### src/rtl/core/lph_pkg.sv
// ----------------------------------------------------------------------------
// lph_pkg
// Shared types, widths and helpers of the projection hash block.
// ----------------------------------------------------------------------------
package lph_pkg;

  localparam int MAX_DIM    = 1024;
  localparam int DIM_W      = 11;
  localparam int DATA_W     = 32;
  localparam int ACC_W      = 64;
  localparam int WIN_W      = 31;
  localparam int FRAC_W     = 16;
  localparam int HASH_SCALE = 100;
  localparam int SCALE_W    = 7;
  localparam int PADDR_W    = 4;

  // coordinate count saturates at MAX_DIM + 1
  localparam int CNT_W = $clog2(MAX_DIM + 2);
  localparam int CMP_W = ((CNT_W > DIM_W) ? CNT_W : DIM_W) + 1;

  // scaled magnitude (|s| * 100) >> 16 feeds a restoring divider
  localparam int NUM_W     = ACC_W + SCALE_W - FRAC_W;
  localparam int STEP_W    = $clog2(NUM_W);
  localparam int QUO_W     = DATA_W + 1;

  localparam int QDEPTH  = 2;
  localparam int QPTR_W  = (QDEPTH > 1) ? $clog2(QDEPTH) : 1;
  localparam int QCNT_W  = $clog2(QDEPTH + 1);
  localparam int QSUM_W  = QCNT_W + 1;

  typedef enum logic [1:0] {
    REG_DIMENSION = 2'd0,
    REG_OFFSET    = 2'd1,
    REG_WINDOW    = 2'd2
  } reg_addr_e;

  // finished point sum handed from the front to the back
  typedef struct packed {
    logic [ACC_W-1:0] sum;
    logic             clamp;
    logic             cerr;
  } pt_word_t;

  // {overflow, saturated 64-bit signed sum}
  function automatic logic [ACC_W:0] sat_add(input logic [ACC_W-1:0] a,
                                             input logic [ACC_W-1:0] b);
    logic [ACC_W:0] s;
    logic [ACC_W:0] r;
    s = {a[ACC_W-1], a} + {b[ACC_W-1], b};
    if (s[ACC_W] != s[ACC_W-1]) begin
      r = {1'b1, s[ACC_W], {(ACC_W-1){~s[ACC_W]}}};
    end else begin
      r = {1'b0, s[ACC_W-1:0]};
    end
    return r;
  endfunction

endpackage

### src/rtl/core/lph_front.sv
// ----------------------------------------------------------------------------
// lph_front
// Takes coordinate/weight words, multiplies and accumulates the dot product,
// and pushes one finished sum per point into the queue.
// ----------------------------------------------------------------------------
module lph_front (
  input  logic                          clk_i,
  input  logic                          rst_ni,
  input  logic                          in_valid_i,
  output logic                          in_ready_o,
  input  logic signed [lph_pkg::DATA_W-1:0] coordinate_i,
  input  logic signed [lph_pkg::DATA_W-1:0] weight_i,
  input  logic                          last_i,
  input  logic [lph_pkg::DIM_W-1:0]     dimension_i,
  input  logic [lph_pkg::QCNT_W-1:0]    q_count_i,
  output logic                          q_push_o,
  output lph_pkg::pt_word_t             q_word_o
);

  logic signed [lph_pkg::ACC_W-1:0] prod_d;
  logic [lph_pkg::ACC_W-1:0]        prod_q;
  logic                             prod_vld_q;
  logic                             prod_last_q;
  logic [lph_pkg::ACC_W-1:0]        acc_q, acc_d;
  logic [lph_pkg::CNT_W-1:0]        cnt_q, cnt_d;
  logic                             clamp_q, clamp_d;
  logic [lph_pkg::ACC_W:0]          add_res;
  logic [lph_pkg::ACC_W-1:0]        sum_n;
  logic [lph_pkg::CNT_W-1:0]        cnt_n;
  logic                             clamp_n;
  logic                             pend;
  logic                             accept;

  assign prod_d = coordinate_i * weight_i;

  // a point that ends in the product stage pushes this cycle; keep room for
  // one more so a word accepted now can always push next cycle
  assign pend       = prod_vld_q & prod_last_q;
  assign in_ready_o = (lph_pkg::QSUM_W'(q_count_i) + lph_pkg::QSUM_W'(pend))
                      < lph_pkg::QSUM_W'(lph_pkg::QDEPTH);
  assign accept     = in_valid_i & in_ready_o;

  assign add_res = lph_pkg::sat_add(acc_q, prod_q);
  assign sum_n   = add_res[lph_pkg::ACC_W-1:0];
  assign clamp_n = clamp_q | add_res[lph_pkg::ACC_W];
  assign cnt_n   = (cnt_q <= lph_pkg::CNT_W'(lph_pkg::MAX_DIM)) ? cnt_q + 1'b1 : cnt_q;

  always_comb begin
    acc_d   = acc_q;
    cnt_d   = cnt_q;
    clamp_d = clamp_q;
    if (prod_vld_q) begin
      if (prod_last_q) begin
        acc_d   = '0;
        cnt_d   = '0;
        clamp_d = 1'b0;
      end else begin
        acc_d   = sum_n;
        cnt_d   = cnt_n;
        clamp_d = clamp_n;
      end
    end
  end

  assign q_push_o       = pend;
  assign q_word_o.sum   = sum_n;
  assign q_word_o.clamp = clamp_n;
  assign q_word_o.cerr  =
      (lph_pkg::CMP_W'(dimension_i) > lph_pkg::CMP_W'(lph_pkg::MAX_DIM)) ||
      (lph_pkg::CMP_W'(cnt_n) != lph_pkg::CMP_W'(dimension_i));

  always_ff @(posedge clk_i or negedge rst_ni) begin
    if (!rst_ni) begin
      prod_vld_q  <= 1'b0;
      prod_last_q <= 1'b0;
      prod_q      <= '0;
      acc_q       <= '0;
      cnt_q       <= '0;
      clamp_q     <= 1'b0;
    end else begin
      prod_vld_q <= accept;
      if (accept) begin
        prod_q      <= prod_d;
        prod_last_q <= last_i;
      end
      acc_q   <= acc_d;
      cnt_q   <= cnt_d;
      clamp_q <= clamp_d;
    end
  end

endmodule

### src/rtl/core/lph_queue.sv
// ----------------------------------------------------------------------------
// lph_queue
// Short queue of finished point sums between the front and the back.
// ----------------------------------------------------------------------------
module lph_queue (
  input  logic                       clk_i,
  input  logic                       rst_ni,
  input  logic                       push_i,
  input  lph_pkg::pt_word_t          word_i,
  input  logic                       pop_i,
  output logic                       valid_o,
  output lph_pkg::pt_word_t          word_o,
  output logic [lph_pkg::QCNT_W-1:0] count_o
);

  lph_pkg::pt_word_t               mem_q [lph_pkg::QDEPTH];
  logic [lph_pkg::QPTR_W-1:0]      wr_ptr_q, rd_ptr_q;
  logic [lph_pkg::QCNT_W-1:0]      cnt_q;

  function automatic logic [lph_pkg::QPTR_W-1:0] ptr_inc(
      input logic [lph_pkg::QPTR_W-1:0] p);
    logic [lph_pkg::QPTR_W-1:0] n;
    n = (p == lph_pkg::QPTR_W'(lph_pkg::QDEPTH - 1)) ? '0 : p + 1'b1;
    return n;
  endfunction

  assign valid_o = (cnt_q != '0);
  assign word_o  = mem_q[rd_ptr_q];
  assign count_o = cnt_q;

  always_ff @(posedge clk_i or negedge rst_ni) begin
    if (!rst_ni) begin
      wr_ptr_q <= '0;
      rd_ptr_q <= '0;
      cnt_q    <= '0;
    end else begin
      if (push_i) begin
        wr_ptr_q <= ptr_inc(wr_ptr_q);
      end
      if (pop_i) begin
        rd_ptr_q <= ptr_inc(rd_ptr_q);
      end
      case ({push_i, pop_i})
        2'b10:   cnt_q <= cnt_q + 1'b1;
        2'b01:   cnt_q <= cnt_q - 1'b1;
        default: cnt_q <= cnt_q;
      endcase
    end
  end

  always_ff @(posedge clk_i) begin
    if (push_i) begin
      mem_q[wr_ptr_q] <= word_i;
    end
  end

endmodule

### src/rtl/core/lph_back.sv
// ----------------------------------------------------------------------------
// lph_back
// Adds the offset, scales by 100 and divides by the window one quotient bit
// per cycle, then saturates and holds the result word for the output side.
// ----------------------------------------------------------------------------
module lph_back (
  input  logic                              clk_i,
  input  logic                              rst_ni,
  input  logic                              q_valid_i,
  input  lph_pkg::pt_word_t                 q_word_i,
  output logic                              q_pop_o,
  input  logic signed [lph_pkg::DATA_W-1:0] offset_i,
  input  logic [lph_pkg::WIN_W-1:0]         window_i,
  output logic                              out_valid_o,
  input  logic                              out_ready_i,
  output logic signed [lph_pkg::DATA_W-1:0] hash_value_o,
  output logic                              saturated_o,
  output logic                              count_error_o
);

  typedef enum logic [2:0] {
    ST_IDLE,
    ST_OFFS,
    ST_MAG,
    ST_SCALE,
    ST_DIV,
    ST_FIN
  } state_e;

  state_e                        state_q;
  logic [lph_pkg::ACC_W-1:0]     s_q;
  logic                          clamp_q;
  logic                          cerr_q;
  logic                          neg_q;
  logic [lph_pkg::ACC_W-1:0]     mag_q;
  logic [lph_pkg::NUM_W-1:0]     num_q;
  logic [lph_pkg::WIN_W-1:0]     rem_q;
  logic [lph_pkg::QUO_W-1:0]     quo_q;
  logic                          big_q;
  logic [lph_pkg::STEP_W-1:0]    step_q;
  logic                          out_vld_q;
  logic [lph_pkg::DATA_W-1:0]    hash_q;
  logic                          sat_q;
  logic                          cerr_out_q;

  logic [lph_pkg::ACC_W-1:0]     offs_ext;
  logic [lph_pkg::ACC_W:0]       offs_res;
  logic [lph_pkg::ACC_W+lph_pkg::SCALE_W-1:0] scaled;
  logic [lph_pkg::WIN_W-1:0]     wdiv;
  logic [lph_pkg::WIN_W:0]       partial;
  logic [lph_pkg::WIN_W+1:0]     diff;
  logic                          qbit;
  logic [lph_pkg::WIN_W-1:0]     rem_n;
  logic [lph_pkg::QUO_W-1:0]     lim;
  logic                          over;
  logic [lph_pkg::DATA_W-1:0]    mag_fin;
  logic                          out_free;

  // offset is Q16.16, the sum Q32.32
  assign offs_ext = {{(lph_pkg::ACC_W-lph_pkg::DATA_W-lph_pkg::FRAC_W){offset_i[lph_pkg::DATA_W-1]}},
                     offset_i, {lph_pkg::FRAC_W{1'b0}}};
  assign offs_res = lph_pkg::sat_add(s_q, offs_ext);

  assign scaled = (lph_pkg::ACC_W+lph_pkg::SCALE_W)'(mag_q) *
                  (lph_pkg::ACC_W+lph_pkg::SCALE_W)'(lph_pkg::HASH_SCALE);

  // floor(m*100 / (w<<16)) == floor(((m*100)>>16) / w)
  assign wdiv    = (window_i == '0) ? lph_pkg::WIN_W'(1) : window_i;
  assign partial = {rem_q, num_q[lph_pkg::NUM_W-1]};
  assign diff    = {1'b0, partial} - {2'b00, wdiv};
  assign qbit    = ~diff[lph_pkg::WIN_W+1];
  assign rem_n   = qbit ? diff[lph_pkg::WIN_W-1:0] : partial[lph_pkg::WIN_W-1:0];

  assign lim  = neg_q ? (lph_pkg::QUO_W'(1) << (lph_pkg::DATA_W-1))
                      : (lph_pkg::QUO_W'(1) << (lph_pkg::DATA_W-1)) - 1'b1;
  assign over = big_q | (quo_q > lim);
  assign mag_fin = over ? lim[lph_pkg::DATA_W-1:0] : quo_q[lph_pkg::DATA_W-1:0];

  assign out_free = ~out_vld_q | out_ready_i;
  assign q_pop_o  = (state_q == ST_IDLE) & q_valid_i;

  assign out_valid_o   = out_vld_q;
  assign hash_value_o  = hash_q;
  assign saturated_o   = sat_q;
  assign count_error_o = cerr_out_q;

  always_ff @(posedge clk_i or negedge rst_ni) begin
    if (!rst_ni) begin
      state_q    <= ST_IDLE;
      s_q        <= '0;
      clamp_q    <= 1'b0;
      cerr_q     <= 1'b0;
      neg_q      <= 1'b0;
      mag_q      <= '0;
      num_q      <= '0;
      rem_q      <= '0;
      quo_q      <= '0;
      big_q      <= 1'b0;
      step_q     <= '0;
      out_vld_q  <= 1'b0;
      hash_q     <= '0;
      sat_q      <= 1'b0;
      cerr_out_q <= 1'b0;
    end else begin
      // in ST_FIN the output register is reloaded instead
      if (out_vld_q && out_ready_i && (state_q != ST_FIN)) begin
        out_vld_q <= 1'b0;
      end
      case (state_q)
        ST_IDLE: begin
          if (q_valid_i) begin
            s_q     <= q_word_i.sum;
            clamp_q <= q_word_i.clamp;
            cerr_q  <= q_word_i.cerr;
            state_q <= ST_OFFS;
          end
        end
        ST_OFFS: begin
          s_q     <= offs_res[lph_pkg::ACC_W-1:0];
          clamp_q <= clamp_q | offs_res[lph_pkg::ACC_W];
          state_q <= ST_MAG;
        end
        ST_MAG: begin
          neg_q   <= s_q[lph_pkg::ACC_W-1];
          mag_q   <= s_q[lph_pkg::ACC_W-1] ? '0 - s_q : s_q;
          state_q <= ST_SCALE;
        end
        ST_SCALE: begin
          num_q   <= scaled[lph_pkg::ACC_W+lph_pkg::SCALE_W-1:lph_pkg::FRAC_W];
          rem_q   <= '0;
          quo_q   <= '0;
          big_q   <= 1'b0;
          step_q  <= '0;
          state_q <= ST_DIV;
        end
        ST_DIV: begin
          rem_q  <= rem_n;
          num_q  <= {num_q[lph_pkg::NUM_W-2:0], 1'b0};
          quo_q  <= {quo_q[lph_pkg::QUO_W-2:0], qbit};
          big_q  <= big_q | quo_q[lph_pkg::QUO_W-1];
          step_q <= step_q + 1'b1;
          if (step_q == lph_pkg::STEP_W'(lph_pkg::NUM_W - 1)) begin
            state_q <= ST_FIN;
          end
        end
        ST_FIN: begin
          if (out_free) begin
            out_vld_q  <= 1'b1;
            hash_q     <= neg_q ? '0 - mag_fin : mag_fin;
            sat_q      <= clamp_q | over;
            cerr_out_q <= cerr_q;
            state_q    <= ST_IDLE;
          end
        end
        default: state_q <= ST_IDLE;
      endcase
    end
  end

endmodule

### src/rtl/core/lsh_projection_hash.sv
// ----------------------------------------------------------------------------
// lsh_projection_hash
// Fixed-point p-stable LSH projection: dot product, offset, scale and divide.
// Throughput: one coordinate word per cycle while in_ready_o is high, which drops when
//   the queue has no room; the front takes words of the next point while the back part's
//   one-bit-per-cycle divider (55 steps) still works on an earlier one.
// Reset: rst_ni is asynchronous; clears the accumulator, queue and sequencer,
//   and loads dimension 1, offset 0, window 1.0.
// ----------------------------------------------------------------------------
module lsh_projection_hash (
  input  logic                              clk_i,
  input  logic                              rst_ni,
  input  logic                              in_valid_i,
  output logic                              in_ready_o,
  input  logic signed [lph_pkg::DATA_W-1:0] coordinate_i,
  input  logic signed [lph_pkg::DATA_W-1:0] weight_i,
  input  logic                              last_i,
  output logic                              out_valid_o,
  input  logic                              out_ready_i,
  output logic signed [lph_pkg::DATA_W-1:0] hash_value_o,
  output logic                              saturated_o,
  output logic                              count_error_o,
  input  logic                              psel,
  input  logic                              penable,
  input  logic                              pwrite,
  input  logic [lph_pkg::PADDR_W-1:0]       paddr,
  input  logic [lph_pkg::DATA_W-1:0]        pwdata,
  output logic [lph_pkg::DATA_W-1:0]        prdata,
  output logic                              pready
);

  logic [lph_pkg::DIM_W-1:0]         dim_q;
  logic signed [lph_pkg::DATA_W-1:0] offs_q;
  logic [lph_pkg::WIN_W-1:0]         win_q;
  lph_pkg::reg_addr_e                reg_sel;
  logic                              wr_en;

  logic                              q_push;
  logic                              q_pop;
  logic                              q_valid;
  lph_pkg::pt_word_t                 q_wr_word;
  lph_pkg::pt_word_t                 q_rd_word;
  logic [lph_pkg::QCNT_W-1:0]        q_count;

  assign pready  = 1'b1;
  assign reg_sel = lph_pkg::reg_addr_e'(paddr[lph_pkg::PADDR_W-1:2]);
  assign wr_en   = psel & penable & pwrite;

  always_comb begin
    case (reg_sel)
      lph_pkg::REG_DIMENSION: prdata = lph_pkg::DATA_W'(dim_q);
      lph_pkg::REG_OFFSET:    prdata = offs_q;
      lph_pkg::REG_WINDOW:    prdata = lph_pkg::DATA_W'(win_q);
      default:                prdata = '0;
    endcase
  end

  always_ff @(posedge clk_i or negedge rst_ni) begin
    if (!rst_ni) begin
      dim_q  <= lph_pkg::DIM_W'(1);
      offs_q <= '0;
      win_q  <= lph_pkg::WIN_W'(1) << lph_pkg::FRAC_W;
    end else if (wr_en) begin
      case (reg_sel)
        lph_pkg::REG_DIMENSION: dim_q  <= pwdata[lph_pkg::DIM_W-1:0];
        lph_pkg::REG_OFFSET:    offs_q <= pwdata;
        lph_pkg::REG_WINDOW:    win_q  <= pwdata[lph_pkg::WIN_W-1:0];
        default: ;
      endcase
    end
  end

  lph_front u_front (
    .clk_i        (clk_i),
    .rst_ni       (rst_ni),
    .in_valid_i   (in_valid_i),
    .in_ready_o   (in_ready_o),
    .coordinate_i (coordinate_i),
    .weight_i     (weight_i),
    .last_i       (last_i),
    .dimension_i  (dim_q),
    .q_count_i    (q_count),
    .q_push_o     (q_push),
    .q_word_o     (q_wr_word)
  );

  lph_queue u_queue (
    .clk_i   (clk_i),
    .rst_ni  (rst_ni),
    .push_i  (q_push),
    .word_i  (q_wr_word),
    .pop_i   (q_pop),
    .valid_o (q_valid),
    .word_o  (q_rd_word),
    .count_o (q_count)
  );

  lph_back u_back (
    .clk_i         (clk_i),
    .rst_ni        (rst_ni),
    .q_valid_i     (q_valid),
    .q_word_i      (q_rd_word),
    .q_pop_o       (q_pop),
    .offset_i      (offs_q),
    .window_i      (win_q),
    .out_valid_o   (out_valid_o),
    .out_ready_i   (out_ready_i),
    .hash_value_o  (hash_value_o),
    .saturated_o   (saturated_o),
    .count_error_o (count_error_o)
  );

  // a finished point sum is never pushed into a full queue
  a_queue_room: assert property (@(posedge clk_i) disable iff (!rst_ni)
    q_push |-> (q_count < lph_pkg::QCNT_W'(lph_pkg::QDEPTH)) || q_pop)
    else $error("point word pushed into full queue");

  // the back only pops a queue that holds a word
  a_pop_valid: assert property (@(posedge clk_i) disable iff (!rst_ni)
    q_pop |-> q_valid)
    else $error("pop from empty queue");

  // a dimension beyond the supported maximum always flags the count
  a_bad_dim: assert property (@(posedge clk_i) disable iff (!rst_ni)
    out_valid_o && (lph_pkg::CMP_W'(dim_q) > lph_pkg::CMP_W'(lph_pkg::MAX_DIM))
      |-> count_error_o)
    else $error("count error missing for oversized dimension");

endmodule
### config.mk
export PLATFORM = sky130hd
export DESIGN_NAME = lsh_projection_hash
export DESIGN_NICKNAME = d
export VERILOG_FILES = /design/src/rtl/core/lph_pkg.sv /design/src/rtl/core/lph_front.sv /design/src/rtl/core/lph_queue.sv /design/src/rtl/core/lph_back.sv /design/src/rtl/core/lsh_projection_hash.sv
export SDC_FILE = /design/constraint.sdc
export NUM_CORES = 2
export LEC_CHECK = 0
export BUFFER_PORTS_ARGS = -buffer_cell sky130_fd_sc_hd__buf_2
export CAP_MARGIN = 20
export CELL_PAD_IN_SITES_DETAIL_PLACEMENT = 2
export CELL_PAD_IN_SITES_GLOBAL_PLACEMENT = 2
export CORE_ASPECT_RATIO = 0.6
export CORE_MARGIN = 1
export CORE_UTILIZATION = 43
export CTS_CLUSTER_DIAMETER = 120
export DETAILED_ROUTE_END_ITERATION = 10
export GPL_ROUTABILITY_DRIVEN = 0
export GPL_TIMING_DRIVEN = 0
export PLACE_DENSITY = 0.85
export SYNTH_ARGS = -nofsm -noshare
export SYNTH_HDL_FRONTEND = slang
export SYNTH_SLANG_ARGS = --single-unit
### constraint.sdc
create_clock -name clk_i -period 5.5 [get_ports clk_i]
set_input_delay 0.275 -clock clk_i [delete_from_list [all_inputs] [get_ports clk_i]]
set_output_delay 0.275 -clock clk_i [all_outputs]
set_load 0.02 [all_outputs]
==> results.rst, run 1 <==
.. list-table::
   :header-rows: 1

   * - Metric
     - Value
   * - Boundary Pins
     - 177
   * - Error msg
     - [ERROR GRT-0232] Routing congestion too high. Check the congestion heatmap in the GUI.
   * - Post-Place Cell Area
     - 84800 sq um
   * - Maximum number of buffers from clock root to sink
     - 3
   * - Sequential share of the synthesized area
     - 0.213
   * - H-tree level count
     - 2
   * - Flip-flop and latch count after synthesis
     - 647
   * - Largest net degree at the start of global routing
     - 121
   * - DIE HEIGHT
     - 334 um
   * - Cell count after synthesis
     - 8411
   * - Number of flops mapped to enable cells by yosys
     - 132
   * - Post-GRT worst EP
     - u_front.prod_q[60]$_DFFE_PN0P_/D
   * - Total clock buffers created by CTS
     - 60
   * - Async set-reset flop share out of synthesis
     - 0.796
   * - Initial cell density of the core
     - 0.435
   * - Number of core rows
     - 121
   * - Status
     - stopped before the end
   * - Worst EP Category
     - sequential cell input
   * - Count of different cell masters after synthesis
     - 91
   * - Residual overflow from global routing
     - 182
   * - Mapped Nets
     - 10200
   * - Primary FF master, synth
     - sky130_fd_sc_hd__dfrtp_1
   * - Final HPWL from detailed placement
     - 323000 um
   * - Floorplan die width
     - 556 um
   * - CTS root buf
     - sky130_fd_sc_hd__clkbuf_16
   * - Stage at which the run stopped
     - 5_1_grt
   * - CTS sink count
     - 647
   * - Total GRT Usage
     - 0.790
   * - Synthesis Warnings
     - 0
   * - Summed instance area of the synthesized netlist
     - 79200 sq um
   * - Number of buffers added on ports
     - 172
   * - Mapped Avg Cell Area
     - 9.42 sq um
## cell families after synthesis
family                   share of synthesized area
AO/OA/AOI/OAI                                0.133
AND/OR/NAND/NOR                              0.128
buffers and inverters                       0.0872
other                                    0.0000473
adder cells (fa/ha/maj)                      0.378
XOR/XNOR                                    0.0360
multiplexers                                0.0257
flip-flops                                   0.213
## through the flow
stage	hold WS, ns	utilization	instances	setup WS, ns
after floorplan	-0.0206	-	8411	-1.71
after global placement	0.460	0.463	11000	-7.02
after detailed placement	0.319	0.466	11100	-5.05
after CTS	0.0362	0.509	11400	-2.11
## cells in the mapped netlist (all sizes together), types with 10 or more instances
library cell | instances | area, sq um
a211o | 14 | 123
a211oi | 61 | 458
a21boi | 14 | 105
a21o | 213 | 1600
a21oi | 297 | 1490
a22o | 108 | 946
a22oi | 52 | 390
a31oi | 46 | 288
and2 | 520 | 3250
and3 | 31 | 194
buf | 20 | 114
clkbuf | 415 | 1560
dfrtp | 513 | 12800
edfxtp | 132 | 3960
fa | 1143 | 22900
ha | 563 | 7040
inv | 1395 | 5240
mux2 | 78 | 878
mux2i | 116 | 1160
nand2 | 925 | 3470
nand2b | 46 | 288
nand3 | 61 | 305
nand4 | 59 | 369
nor2 | 197 | 739
nor2b | 33 | 206
nor3 | 66 | 330
nor3b | 12 | 100
nor4 | 29 | 188
o211ai | 61 | 458
o21a | 36 | 270
o21ai | 522 | 2610
o21bai | 44 | 330
o22ai | 12 | 75.1
o2bb2ai | 10 | 87.6
o31a | 10 | 87.6
o31ai | 50 | 375
o41ai | 13 | 121
or2 | 19 | 121
or3 | 31 | 225
or4 | 16 | 139
xnor2 | 165 | 1450
xor2 | 161 | 1410
## routing by layer
metal	track usage	GRT overflow
met5	0.563	1
met4	0.753	66
met3	0.702	18
met2	0.906	84
met1	0.785	13
## what timing repair did
action,CTS
hold endpoints to repair,154
hold buffers,34
gates resized for setup,956
endpoints found under the setup margin,373
gates cloned,4
pin swaps,156
buffers inserted,167
==> run 2, diff against run 1 <==
--- a/config.mk
+++ b/config.mk
@@ -7,16 +7,12 @@
 export LEC_CHECK = 0
 export BUFFER_PORTS_ARGS = -buffer_cell sky130_fd_sc_hd__buf_2
 export CAP_MARGIN = 20
-export CELL_PAD_IN_SITES_DETAIL_PLACEMENT = 2
-export CELL_PAD_IN_SITES_GLOBAL_PLACEMENT = 2
-export CORE_ASPECT_RATIO = 0.6
 export CORE_MARGIN = 1
-export CORE_UTILIZATION = 43
-export CTS_CLUSTER_DIAMETER = 120
+export CORE_UTILIZATION = 40
 export DETAILED_ROUTE_END_ITERATION = 10
 export GPL_ROUTABILITY_DRIVEN = 0
 export GPL_TIMING_DRIVEN = 0
-export PLACE_DENSITY = 0.85
+export PLACE_DENSITY_LB_ADDON = 0.15
 export SYNTH_ARGS = -nofsm -noshare
 export SYNTH_HDL_FRONTEND = slang
 export SYNTH_SLANG_ARGS = --single-unit
==> results.rst, run 2 <==
.. list-table::
   :header-rows: 1

   * - Metric
     - Value
   * - Multiplexer share of the synthesized area
     - 0.0257
   * - Number of core rows
     - 162
   * - Total GRT Usage
     - 0.274
   * - Type of element capturing the critical path
     - flop
   * - Number of max-cap violations
     - 0
   * - CTS tree
     - yes
   * - Final setup violation count
     - 47
   * - Via count of the first global-routing pass
     - 64600
   * - Maximum number of buffers from clock root to sink
     - 3
   * - Async set-reset flop share out of synthesis
     - 0.796
   * - Global route hottest layer
     - met2
   * - Beginning of the critical path
     - weight_i[24]
   * - Commonest cells after routing, fill and taps aside
     - sky130_fd_sc_hd__inv_1, sky130_fd_sc_hd__fa_1, sky130_fd_sc_hd__nand2_1
   * - Failing checks
     - negative setup slack
   * - DRC violations left
     - 0
   * - ANT nets after route
     - 0
   * - Total Routed Length
     - 275000 um
   * - Total clock buffers created by CTS
     - 70
   * - H-tree level count
     - 3
   * - Boundary Pins
     - 177
   * - GR Layer Usage met1
     - 0.339
   * - Required time at the endpoint of the critical path
     - 6.05 ns
   * - Placement Setup Slack
     - -4.21 ns
   * - Final HPWL from detailed placement
     - 218000 um
   * - CTS sink count
     - 647
   * - Residual overflow from global routing
     - 0
   * - Sequential share of the synthesized area
     - 0.213
   * - Std-Cell Core Area
     - 196000 sq um
   * - Synthesis Warnings
     - 0
   * - Worst setup margin
     - -1.74 ns
   * - Max FFs per register
     - 132
   * - Number of buffers added on ports
     - 172
   * - Leading cell type in the layout, fill and taps excluded
     - sky130_fd_sc_hd__inv_1
   * - Flip-flop and latch count after synthesis
     - 647
   * - Adder-cell area share of the yosys netlist
     - 0.378
   * - Max-slew violation count
     - 0
   * - Initial cell density of the core
     - 0.405
   * - Fraction of layout instances using a drive strength above 1
     - 0.142
   * - DIE HEIGHT
     - 447 um
   * - Category of the worst setup path launch point
     - input pin
   * - Mapped Nets
     - 10200
   * - Routed WL per cell
     - 23.7 um
   * - Number of iterations in the first detailed-routing pass
     - 6
   * - Unrepaired setup endpoints after global routing
     - true
   * - Summed instance area of the synthesized netlist
     - 79200 sq um
   * - Shortest clock period the worst path allows after layout
     - 7.24 ns
   * - Ranking of synthesized cells by instance count
     - sky130_fd_sc_hd__inv_1, sky130_fd_sc_hd__fa_1, sky130_fd_sc_hd__nand2_1, sky130_fd_sc_hd__ha_1, sky130_fd_sc_hd__and2_1
   * - Clock-pin transition on the worst setup and hold timing paths
     - 0.07 ns
   * - Type of the tightest min-delay check
     - in -> reg
   * - XOR/XNOR Fraction of Synth Area
     - 0.0360
   * - Most used standard cell by instance count after synthesis
     - sky130_fd_sc_hd__inv_1
   * - Syn-to-layout area delta
     - 18.2%
   * - Setup Skew
     - 0.0464 ns
   * - Post-Place Cell Area
     - 84800 sq um
   * - Largest register by flop count
     - u_queue.mem_q
   * - Final period utilization
     - 1.32
   * - Timing-limited maximum frequency
     - 0.138 GHz
   * - Worst Path Class, Setup
     - in -> reg
   * - Mapped Avg Cell Area
     - 9.42 sq um
   * - Total number of vias
     - 63000
   * - Post-synthesis share of cell area spent on and, or, nand and nor gates
     - 0.128
   * - Critical register-to-register path startpoint
     - u_front.acc_q[8]$_DFFE_PN0P_
   * - Floorplan die width
     - 447 um
   * - Final Net Count
     - 10700
   * - Maximum fanout count along the critical path
     - 10
   * - Top post-synthesis cells by area
     - sky130_fd_sc_hd__fa_1, sky130_fd_sc_hd__dfrtp_1, sky130_fd_sc_hd__ha_1
   * - Cell type contributing the most total cell area after synthesis
     - sky130_fd_sc_hd__fa_1
   * - Synthesized-area fraction occupied by ao, oa, aoi and oai cells
     - 0.133
   * - Cell count after synthesis
     - 8411
   * - Count of different cell masters after synthesis
     - 91
   * - Met2 track utilization from global routing
     - 0.452
   * - Combinational family with the most area after synthesis
     - adder cells
   * - Met3 Track Usage GR
     - 0.0423
   * - Largest net degree at the start of global routing
     - 119
   * - Primary FF master, synth
     - sky130_fd_sc_hd__dfrtp_1
   * - Number of antenna violations at the first check in global routing
     - 10
   * - CP arrival
     - 7.79 ns
   * - Wire length of the first global-routing pass
     - 409000 um
   * - Relative slew slack
     - 0.254
   * - Die footprint
     - 200000 sq um
   * - Fraction of synthesized cell area taken by the top area cell type
     - 0.289
   * - Beginning of the worst hold path
     - paddr[3]
   * - Clock insertion delay at the later pin of the skew report
     - 0.67 ns
   * - Number of flops mapped to enable cells by yosys
     - 132
   * - Status
     - finished with violations
   * - Post-route cell area
     - 93600 sq um
   * - CTS root buf
     - sky130_fd_sc_hd__clkbuf_16
   * - Number of vias per cell
     - 5.42
   * - Number of design-rule violations left by the first detailed-router iteration
     - 4738
   * - Hold violation total from the final report
     - 0
   * - Worst Max-Slew Pin Slew
     - 1.12 ns
-- run 2: cell counts after synthesis --
Identical to the previous run, type by type.
-- run 2: timing repair --
action / 4_1_cts / 5_1_grt
endpoints found under the hold margin: 170 / 0
hold buffers: 34 / 0
gates cloned: 4 / 5
setup buffers: 133 / 80
pin swaps: 135 / 154
gates resized for setup: 728 / 307
setup endpoints to repair: 359 / 361
-- run 2: path summary, 6_finish.rpt --
path | to | slack (ns) | cells past startpoint
worst max register to register | u_front.acc_q[51]$_DFFE_PN0P_ | 0.21 | 18
min in group asynchronous | u_back.hash_value_o[11]$_DFFE_PN0P_ | 0.24 | 2
max in group asynchronous | u_back.mag_q[3]$_DFFE_PN0N_ | 3.60 | 4
worst min register to register | u_back.hash_value_o[11]$_DFFE_PN0P_ | 0.47 | 2
worst min-delay path | dim_q[10]$_DFFE_PN0P_ | 0.09 | 3
worst max-delay path | u_front.prod_q[62]$_DFFE_PN0P_ | -1.74 | 26
-- run 2: cell type report --
cell class / count / area (sq um)
Antenna cell: 11 / 27.5
Fill cell: 18600 / 102000
Multi-Input combinational cell: 5933 / 57300
Tap cell: 2624 / 3280
Clock inverter: 34 / 463
Sequential cell: 647 / 16900
Buffer: 429 / 4540
Inverter: 1396 / 5260
Timing Repair Buffer: 441 / 3890
Clock buffer: 96 / 2000
-- run 2: logic make-up (layout without fill, tap and decap cells) --
| group | count (synthesis) | count (layout) |
|---|---|---|
| xor+xnor | 326 | 326 |
| simple gates | 2069 | 2069 |
| fa+ha+maj | 1706 | 1706 |
| other cells | 1 | 12 |
| flops | 647 | 647 |
| buf+inv | 1831 | 2396 |
| mux | 194 | 194 |
| compound gates | 1637 | 1637 |
-- run 2: through the flow --
step                hold WS [ns]  setup TNS (ns)  cells  utilization
floorplan                -0.0206          -48.08   8411            -
global placement           0.458        -3859.84  11200        0.431
detailed placement         0.390         -409.45  11200        0.433
CTS                       0.0431          -64.72  11500        0.470
global route               0.114          -59.67  11600        0.478
finish                    0.0915          -52.13  11600        0.478
-- run 2: metal layers --
metal	up-vias	routed length, um	part of all wire
met1	31700	108000	0.39
met2	2293	128000	0.47
met4	4	20000	0.073
met5	-	24	0.000087
met3	657	18400	0.067
li1	28300	-	-
-- run 2: worst max-delay path, stage by stage --
cell and delay [ns]:
sky130_fd_sc_hd__buf_2 0.23, sky130_fd_sc_hd__buf_8 0.24, sky130_fd_sc_hd__nand2_1 0.10, sky130_fd_sc_hd__fa_1 0.51, sky130_fd_sc_hd__inv_1 0.05, sky130_fd_sc_hd__fa_1 0.49
sky130_fd_sc_hd__fa_1 0.56, sky130_fd_sc_hd__fa_1 0.55, sky130_fd_sc_hd__fa_1 0.60, sky130_fd_sc_hd__fa_1 0.45, sky130_fd_sc_hd__fa_1 0.51, sky130_fd_sc_hd__fa_2 0.64
sky130_fd_sc_hd__ha_4 0.23, sky130_fd_sc_hd__buf_4 0.14, sky130_fd_sc_hd__nand2_1 0.07, sky130_fd_sc_hd__o21ai_2 0.10, sky130_fd_sc_hd__o211ai_1 0.29, sky130_fd_sc_hd__o21ai_2 0.13
sky130_fd_sc_hd__or4_4 0.45, sky130_fd_sc_hd__o21bai_4 0.20, sky130_fd_sc_hd__o21ai_4 0.11, sky130_fd_sc_hd__a41oi_2 0.25, sky130_fd_sc_hd__a21o_1 0.20, sky130_fd_sc_hd__o21ai_1 0.08
sky130_fd_sc_hd__xnor2_1 0.23, sky130_fd_sc_hd__o21ai_1 0.09
Power of run 2 is left out: the tool's default activity adds up to more than one toggle a clock period on the data nets, which glitch-free logic cannot reach.
